### config.mk
export PLATFORM = sky130hd
export DESIGN_NAME = ppt_front
export DESIGN_NICKNAME = d
export VERILOG_FILES = /design/src/hw/rtl/ppt_pkg.sv /design/src/hw/rtl/ppt_front.sv
export SDC_FILE = /design/constraint.sdc
export NUM_CORES = 1
export LEC_CHECK = 0
export BUFFER_PORTS_ARGS = -buffer_cell sky130_fd_sc_hd__buf_2
export CORE_AREA = 2 2 241 243
export DETAILED_ROUTE_END_ITERATION = 10
export DIE_AREA = 0 0 243 245
export SETUP_SLACK_MARGIN = 0.02
export SLEW_MARGIN = 40
export SYNTH_ARGS = -nofsm -noshare
export SYNTH_HDL_FRONTEND = slang
export SYNTH_SLANG_ARGS = --single-unit
### constraint.sdc
create_clock -name clk -period 8.2 [get_ports clk]
set_input_delay 0.82 -clock clk [delete_from_list [all_inputs] [get_ports clk]]
set_output_delay 0.82 -clock clk [all_outputs]
set_load 0.02 [all_outputs]
### src/hw/rtl/ppt_pkg.sv
// ----------------------------------------------------------------------------
// ppt_pkg - planar pose transform shared definitions
// widths, action codes, cordic constants and pipeline side-band types
// ----------------------------------------------------------------------------
package ppt_pkg;

    localparam int POS_W         = 32;   // Q15.16 position
    localparam int HEAD_W        = 16;   // binary angle
    localparam int ACT_W         = 2;
    localparam int CORDIC_STAGES = 16;
    localparam int ANGLE_BITS    = 16;

    localparam int ANG_W      = 32;           // angle as a 32-bit turn fraction
    localparam int RES_W      = 30;           // reduced angle, signed
    localparam int SCALE_W    = 32;
    localparam int ZPROD_W    = RES_W + SCALE_W;
    localparam int CW         = 34;           // cordic datapath width
    localparam int TRIG_W     = 32;           // cos / sin, Q2.30
    localparam int OPER_W     = POS_W + 1;    // operand, holds a difference
    localparam int PROD_W     = OPER_W + TRIG_W;
    localparam int SUM_W      = PROD_W + 1;
    localparam int RND_SHIFT  = 30;
    localparam int ROUND_W    = SUM_W - RND_SHIFT;
    localparam int FINAL_W    = ROUND_W + 2;
    localparam int ATAN_DEPTH = 24;
    localparam int ATAN_IDX_W = 5;

    localparam logic [ANG_W-1:0] ANGLE_MASK =
        ~((ANG_W'(1) << (ANG_W - ANGLE_BITS)) - ANG_W'(1));
    localparam logic [ANG_W-1:0] OCTANT_BIAS = 32'h2000_0000;

    // radians per turn fraction, Q2.30
    localparam logic signed [SCALE_W-1:0] RAD_SCALE = 32'sd1686629713;
    // cordic start vector, 1/gain in Q2.30
    localparam logic signed [CW-1:0] CORDIC_X0 = 34'sd652032874;
    localparam logic signed [SUM_W-1:0] ROUND_HALF = SUM_W'(1) << (RND_SHIFT - 1);

    localparam logic signed [POS_W-1:0] POS_MAX = {1'b0, {(POS_W-1){1'b1}}};
    localparam logic signed [POS_W-1:0] POS_MIN = {1'b1, {(POS_W-1){1'b0}}};

    localparam logic signed [CW-1:0] ATAN_Q30 [ATAN_DEPTH] = '{
        34'sd843314856, 34'sd497837829, 34'sd263043836, 34'sd133525158,
        34'sd67021686,  34'sd33543515,  34'sd16775850,  34'sd8388437,
        34'sd4194282,   34'sd2097149,   34'sd1048575,   34'sd524287,
        34'sd262143,    34'sd131071,    34'sd65535,     34'sd32767,
        34'sd16383,     34'sd8191,      34'sd4095,      34'sd2047,
        34'sd1023,      34'sd511,       34'sd255,       34'sd127
    };

    typedef enum logic [ACT_W-1:0] {
        ACT_COMPOSE = 2'd0,
        ACT_EXPRESS = 2'd1,
        ACT_DERIVE  = 2'd2,
        ACT_INVERT  = 2'd3
    } action_t;

    typedef struct packed {
        logic [ACT_W-1:0]         action;
        logic signed [POS_W-1:0]  first_x;
        logic signed [POS_W-1:0]  first_y;
        logic signed [HEAD_W-1:0] first_heading;
        logic signed [POS_W-1:0]  second_x;
        logic signed [POS_W-1:0]  second_y;
        logic signed [HEAD_W-1:0] second_heading;
    } req_t;

    // operands and translation carried alongside the rotation
    typedef struct packed {
        logic signed [OPER_W-1:0] a;
        logic signed [OPER_W-1:0] b;
        logic signed [POS_W-1:0]  tx;
        logic signed [POS_W-1:0]  ty;
        logic                     sub;
        logic                     neg_sin;
        logic [1:0]               quad;
        logic signed [HEAD_W-1:0] heading;
    } side_t;

    typedef struct packed {
        logic signed [POS_W-1:0]  x;
        logic signed [POS_W-1:0]  y;
        logic signed [HEAD_W-1:0] heading;
        logic                     sat;
    } result_t;

endpackage

### src/hw/rtl/ppt_front.sv
// ----------------------------------------------------------------------------
// ppt_front - operand setup and angle reduction
// picks operands per action, reduces the angle to an octant and scales it
// ----------------------------------------------------------------------------
module ppt_front (
    input  logic                           clk,
    input  logic                           rst_n,
    input  logic                           advance,
    input  logic                           req_valid,
    input  ppt_pkg::req_t                  req,
    output logic                           z_valid,
    output logic signed [ppt_pkg::CW-1:0]  z,
    output ppt_pkg::side_t                 side
);
    import ppt_pkg::*;

    side_t                     side_a;
    logic signed [HEAD_W-1:0]  ang_h;
    logic [ANG_W-1:0]          ang;
    logic [ANG_W-1:0]          ang_biased;
    logic [ANG_W-1:0]          res;
    logic [1:0]                quad;
    logic signed [ZPROD_W-1:0] zprod;

    logic                      a_valid_reg, a_valid_next;
    side_t                     a_side_reg;
    logic signed [RES_W-1:0]   a_r_reg;
    logic                      b_valid_reg, b_valid_next;
    side_t                     b_side_reg;
    logic signed [CW-1:0]      b_z_reg;

    always_comb
    begin
        side_a = '0;
        ang_h  = req.first_heading;
        unique case (action_t'(req.action))
            ACT_COMPOSE:
            begin
                ang_h          = req.first_heading;
                side_a.heading = req.first_heading + req.second_heading;
                side_a.a       = OPER_W'(req.second_x);
                side_a.b       = OPER_W'(req.second_y);
                side_a.tx      = req.first_x;
                side_a.ty      = req.first_y;
            end
            ACT_EXPRESS:
            begin
                ang_h          = req.first_heading;
                side_a.heading = req.second_heading - req.first_heading;
                side_a.a       = OPER_W'(req.second_x) - OPER_W'(req.first_x);
                side_a.b       = OPER_W'(req.second_y) - OPER_W'(req.first_y);
                side_a.neg_sin = 1'b1;
            end
            ACT_DERIVE:
            begin
                ang_h          = req.second_heading - req.first_heading;
                side_a.heading = req.second_heading - req.first_heading;
                side_a.a       = OPER_W'(req.first_x);
                side_a.b       = OPER_W'(req.first_y);
                side_a.tx      = req.second_x;
                side_a.ty      = req.second_y;
                side_a.sub     = 1'b1;
            end
            ACT_INVERT:
            begin
                ang_h          = -req.first_heading;
                side_a.heading = -req.first_heading;
                side_a.a       = OPER_W'(req.first_x);
                side_a.b       = OPER_W'(req.first_y);
                side_a.sub     = 1'b1;
            end
            default:
            begin
                ang_h = req.first_heading;
            end
        endcase

        // quadrant from the nearest axis, remainder within an eighth turn
        ang         = {ang_h, {(ANG_W-HEAD_W){1'b0}}} & ANGLE_MASK;
        ang_biased  = ang + OCTANT_BIAS;
        quad        = ang_biased[ANG_W-1 -: 2];
        res         = ang - {quad, {(ANG_W-2){1'b0}}};
        side_a.quad = quad;
    end

    assign zprod = ZPROD_W'(a_r_reg) * ZPROD_W'(RAD_SCALE);

    assign a_valid_next = advance ? req_valid : a_valid_reg;
    assign b_valid_next = advance ? a_valid_reg : b_valid_reg;

    always_ff @(posedge clk or negedge rst_n)
    begin
        if (!rst_n)
        begin
            a_valid_reg <= 1'b0;
            b_valid_reg <= 1'b0;
        end
        else
        begin
            a_valid_reg <= a_valid_next;
            b_valid_reg <= b_valid_next;
        end
    end

    always_ff @(posedge clk)
    begin
        if (advance)
        begin
            a_side_reg <= side_a;
            a_r_reg    <= $signed(res[RES_W-1:0]);
            b_side_reg <= a_side_reg;
            b_z_reg    <= CW'($signed(zprod[ZPROD_W-1:RND_SHIFT]));
        end
    end

    assign z_valid = b_valid_reg;
    assign z       = b_z_reg;
    assign side    = b_side_reg;

endmodule

==> flow_summary.yaml, run 1 <==
synthesis:
  async_reset_ff_share_pct: 0.575
  syn_area_sq_um: 25400
  ys_ff_latch: 348
  yosys_warnings: 0
  synth.net_count: 2895
  synth-edff-count: 346
  avgSynthCellArea_sq_um: 11.3
  synth_ff_type: "edfxtp_1"
  yosysSeqAreaShare_pct: 41.0
  synth_cell_type_count: 86
  synthCells: 2251
cells_and_area:
  layout-drive-gt1-share_pct: 18.0
  fillCellCount: 5166
  final_common_cell: "buf_2"
  mostFrequentLayoutCells: "349 x buf_2, 346 x ha_1, 346 x edfxtp_1, 333 x inv_1, 148 x nand2_1"
  nNetsFinal: 3230
  syn_to_final_growth_pct: 15.6
floorplanning:
  die_h_microns: 245
  die_x_microns: 243
  io_pins: 351
  die-area_sq_um: 59500
  fp-row-count: 88
  core-area_sq_um: 57000
  initial_core_util_pct: 44.6
worst_setup_path:
  critical_path_depth: 23
  worstReg2RegStart: "a_r_reg[19]"
  crit_path_max_fanout: 10
  critPathKind: "register to register"
  crit_chain: "ha_1 > inv_1 > fa_1 > inv_1 > fa_1 > fa_1 > fa_1 > inv_1 > fa_1 > inv_1 > fa_1 > ha_1 > ha_1 > nand3_1 > or4_4 > a21oi_2 > or2_4 > a31oi_4 > o21ai_4 > and4_4 > o21a_1 > nor2_1 > xnor2_1"
  cpPeakStageDelay_ns: 0.62
  reg2reg_depth: 23
  crit_family: "adder cells"
  reg2reg_setup_slack_ns: 1.05
  critPathArrivalTime_ns: 7.47
  cpMostUsedCell: "fa_1"
  critPathSlowestCell: "edfxtp_1"
  crit_path_end_kind: "register"
  crit_path_start_kind: "register"
  path_buf_inv: 4
  cp.required_ns: 8.51
  crit_start: "a_r_reg[19]"
route:
  ant_nets: 0
  firstDrtPassIters: 5
  drt-total-wl_microns: 66400
  route.detailed.drc: 0
  routedWlPerCell_microns: 19.6
  viasPerCell: 5.34
  drt_iter0_drc: 1112
  via_count: 18100
clocking:
  clkTransAtPathRegs_ns: 0.06
  post_cts_buffers: 0
  cts.htree.levels: 2
  cts_root_buf: "clkbuf_16"
  clock-sinks: 348
  hold_buffers: 1
  clk-insertion-delay-late_ns: 0.57
  cts_tree: "done"
  numCtsBuffers: 40
  clockBufferDepth: 3
  post_cts_resized: 0
timing:
  finalHoldViolCount: 0
  setup_slack_ns: 1.05
  tightest_slew_ns: 0.812
  rsz0062_at_grt: "false"
  finalCritPeriodShare_pct: 87.2
  fin_skew_ns: 0.0165
  period_minus_slack_ns: 7.15
  setup_tns_ns: 0
  fmax_mhz: 140
  final_max_slew_viol_count: 0
  setup_violations: 0
  slew_headroom_pct: 45.8
grt:
  antenna_found_initial: 19
  grt_max_degree: 163
  grt_use_total_pct: 22.0
  grt_overflow: 0
  first_global_vias: 18400
  grt_pass1_wl_microns: 102000
run:
  cap_violations: 0
status:
  status: "completed"
place:
  dp_worst_setup_slack_ns: 1.01
  place.gp.congestion: 0.923
  hpwlAfterDp_microns: 51200
  portBuffers: 350
hold_path:
  hp-class: "register to register"
  min_from: "a_side_reg[52]"
  hold_depth: 0
-- kinds of logic after synthesis --
group	Yosys count	synth area share, %
flip-flops	348	41.0
adder cells (fa/ha/maj)	478	27.3
multiplexers	5	0.216
AO/OA/AOI/OAI	539	14.6
AND/OR/NAND/NOR	352	6.53
XOR/XNOR	124	4.27
buffers and inverters	405	6.01
-- worst reg2reg max path, cell delays in order, from the launching register on --
cell	delay (ns)
edfxtp_1	0.62
ha_1	0.41
inv_1	0.09
fa_1	0.52
inv_1	0.05
fa_1	0.51
fa_1	0.44
fa_1	0.55
inv_1	0.06
fa_1	0.41
inv_1	0.08
fa_1	0.42
ha_1	0.31
ha_1	0.36
nand3_1	0.12
or4_4	0.57
a21oi_2	0.20
or2_4	0.17
a31oi_4	0.14
o21ai_4	0.27
and4_4	0.29
o21a_1	0.15
nor2_1	0.05
xnor2_1	0.12
-- layout make-up --
class	count	area [sq um]	area share (%)
multi-input cells	1498	13500	45.9
clock buffers	55	1110	3.77
flip-flops and latches	348	10400	35.5
diodes	6	15.0	0.0511
clock inverters	17	209	0.710
inverters	334	1250	4.26
well taps	765	957	3.25
repair buffers	364	1930	6.56
-- through the flow --
stage               util [%]  hold slack, ns  instance area, sq um  cells
global placement        49.1           0.401                 28000   3306
CTS                     51.4           0.402                 29300   3379
finish                  51.6           0.407                 29400   3387
detailed placement      49.1           0.405                 28000   3306
global route            51.6           0.413                 29400   3385
floorplan                  -           0.400                 25400   2251
-- path summary, 6_finish.rpt --
path                          endpoint
max reg2reg                      z[29]
min in group asynchronous      z_valid
max                              z[29]
min                           side[52]
max in group asynchronous  a_valid_reg
min reg2reg                   side[52]
-- Yosys cell counts, types with 11 or more instances --
master | n | area share (%)
a31oi_1 | 11 | 0.27
nand3_1 | 19 | 0.37
a22o_1 | 40 | 1.4
a21oi_1 | 143 | 2.8
xnor2_1 | 75 | 2.6
a211oi_1 | 13 | 0.38
nor2b_1 | 16 | 0.39
inv_1 | 333 | 4.9
nand2b_1 | 15 | 0.37
a221oi_1 | 36 | 1.2
a21o_1 | 52 | 1.5
o21ai_0 | 94 | 1.8
clkbuf_1 | 65 | 0.96
nor2_1 | 72 | 1.1
nor3_1 | 19 | 0.37
nand4_1 | 14 | 0.34
xor2_1 | 49 | 1.7
nand2_1 | 148 | 2.2
o21a_1 | 14 | 0.41
ha_1 | 349 | 17
a22oi_1 | 23 | 0.68
o21bai_1 | 11 | 0.32
fa_1 | 129 | 10
edfxtp_1 | 346 | 41
o221ai_1 | 19 | 0.65
-- metal layers --
| metal | vias up | GRT usage, % | routed length [microns] |
|---|---|---|---|
| li1 | 8723 | - | - |
| met1 | 8779 | 29.2 | 29600 |
| met2 | 455 | 36.3 | 30800 |
| met3 | 110 | 5.50 | 4360 |
| met4 | 24 | 5.18 | 1450 |
| met5 | - | 0 | 161 |
Power of run 1 is left out: the tool's default activity adds up to more than one toggle a clock period on the data nets, which glitch-free logic cannot reach.
==> inputs of run 2 (changes only) <==
--- a/config.mk
+++ b/config.mk
@@ -6,9 +6,11 @@
 export NUM_CORES = 1
 export LEC_CHECK = 0
 export BUFFER_PORTS_ARGS = -buffer_cell sky130_fd_sc_hd__buf_2
-export CORE_AREA = 2 2 241 243
+export CORE_AREA = 2 2 254 231
+export CTS_CLUSTER_SIZE = 25
 export DETAILED_ROUTE_END_ITERATION = 10
-export DIE_AREA = 0 0 243 245
+export DIE_AREA = 0 0 256 233
+export REMOVE_ABC_BUFFERS = 1
 export SETUP_SLACK_MARGIN = 0.02
 export SLEW_MARGIN = 40
 export SYNTH_ARGS = -nofsm -noshare
==> run 2 against run 1 <==
Net effect: sequential share of layout area rose by 0.088 points; non-clock buffer count fell by 1; worst hold slack got worse by 0.37 ns; routed wire length fell by 0.30%; critical endpoint is now z[31]; largest cell class unchanged; highest routed layer unchanged.
==> flow_summary.yaml, run 2 (same netlist as run 1, synthesis figures left out) <==
worst_setup_path:
  cp.required_ns: 8.51
  critPathArrivalTime_ns: 7.48
  cpPeakStageDelay_ns: 0.61
  crit_family: "adder cells"
  cpMostUsedCell: "fa_1"
  critPathKind: "register to register"
  crit_chain: "ha_1 > inv_1 > fa_1 > inv_1 > fa_1 > fa_1 > fa_1 > inv_1 > fa_1 > inv_1 > fa_1 > ha_1 > ha_1 > nand3_1 > or4_4 > a21oi_2 > or2_4 > a31oi_4 > o21ai_4 > and4_4 > o21a_4 > a21oi_2 > xnor2_1"
  critical_path_depth: 23
  crit_path_start_kind: "register"
  crit_path_end_kind: "register"
  critPathSlowestCell: "edfxtp_1"
  reg2reg_depth: 23
  crit_path_max_fanout: 10
  path_buf_inv: 4
cells_and_area:
  layout-drive-gt1-share_pct: 18.0
  syn_to_final_growth_pct: 15.3
  nNetsFinal: 3229
  mostFrequentLayoutCells: "349 x buf_2, 346 x ha_1, 346 x edfxtp_1, 333 x inv_1, 148 x nand2_1"
  final_common_cell: "buf_2"
floorplanning:
  core-area_sq_um: 56800
  die_h_microns: 233
  die_x_microns: 256
  io_pins: 351
  die-area_sq_um: 59600
  initial_core_util_pct: 44.8
  fp-row-count: 83
timing:
  setup_tns_ns: 0
  rsz0062_at_grt: "false"
  setup_violations: 0
  tightest_slew_ns: 0.853
  slew_headroom_pct: 43.1
  fin_skew_ns: 0.0290
  final_max_slew_viol_count: 0
  finalCritPeriodShare_pct: 87.5
  period_minus_slack_ns: 7.18
  fmax_mhz: 139
  finalHoldViolCount: 0
place:
  portBuffers: 350
  place.gp.congestion: 0.951
  hpwlAfterDp_microns: 50900
route:
  firstDrtPassIters: 5
  route.detailed.drc: 0
  drt-total-wl_microns: 66200
  via_count: 18100
  routedWlPerCell_microns: 19.5
  ant_nets: 0
  viasPerCell: 5.34
  drt_iter0_drc: 1002
status:
  status: "completed"
grt:
  grt_overflow: 0
  first_global_vias: 18000
  grt_max_degree: 156
  grt_use_total_pct: 21.7
  antenna_found_initial: 19
  grt_pass1_wl_microns: 101000
clocking:
  cts_tree: "done"
  cts.htree.levels: 2
  post_cts_buffers: 0
  numCtsBuffers: 40
  post_cts_resized: 0
  clockBufferDepth: 3
  clkTransAtPathRegs_ns: 0.06
  clock-sinks: 348
  cts_root_buf: "clkbuf_16"
  clk-insertion-delay-late_ns: 0.58
  hold_buffers: 0
hold_path:
  hp-class: "primary input to asynchronous set/reset pin"
run:
  cap_violations: 0
[run 2: metrics by stage]
stage          area, sq um  setup WS [ns]  instances  utilization, %  hold WS (ns)
2_1_floorplan        25200           1.52       2180               -         0.400
3_3_place_gp         28000           1.17       3306            49.3         0.401
3_5_place_dp         28000           1.02       3307            49.4         0.405
4_1_cts              29300          0.964       3380            51.5       0.00353
5_1_grt              29300          0.684       3387            51.6        0.0129
6_report             29300           1.02       3390            51.6        0.0331
[run 2: final timing paths]
check	slack (ns)	from	end
max	1.02	a_r_reg[19]	z[31]
min	0.03	rst_n	a_valid_reg
max reg2reg	1.02	a_r_reg[19]	z[31]
min reg2reg	0.39	a_side_reg[90]	side[90]
max in group asynchronous	8.07	rst_n	z_valid
min in group clk	0.39	a_side_reg[90]	side[90]
[run 2: final cells by class]
type	count	area (sq um)
repair buffers	363	1920
multi-input cells	1498	13500
clock buffers	45	1020
fillers	5009	27500
inverters	334	1250
well taps	765	957
flip-flops and latches	348	10400
clock inverters	28	228
diodes	9	22.5
[run 2: metal layers]
layer  wire, microns  vias up  share of wire [%]  track usage (%)
met4            1740       24                2.6             6.60
met2           30000      501                 45             34.4
met3            4940      116                7.5             5.70
met5             139        -               0.21                0
li1                -     8728                  -                -
met1           29300     8721                 44             29.2
Power of run 2 is left out for the same reason.
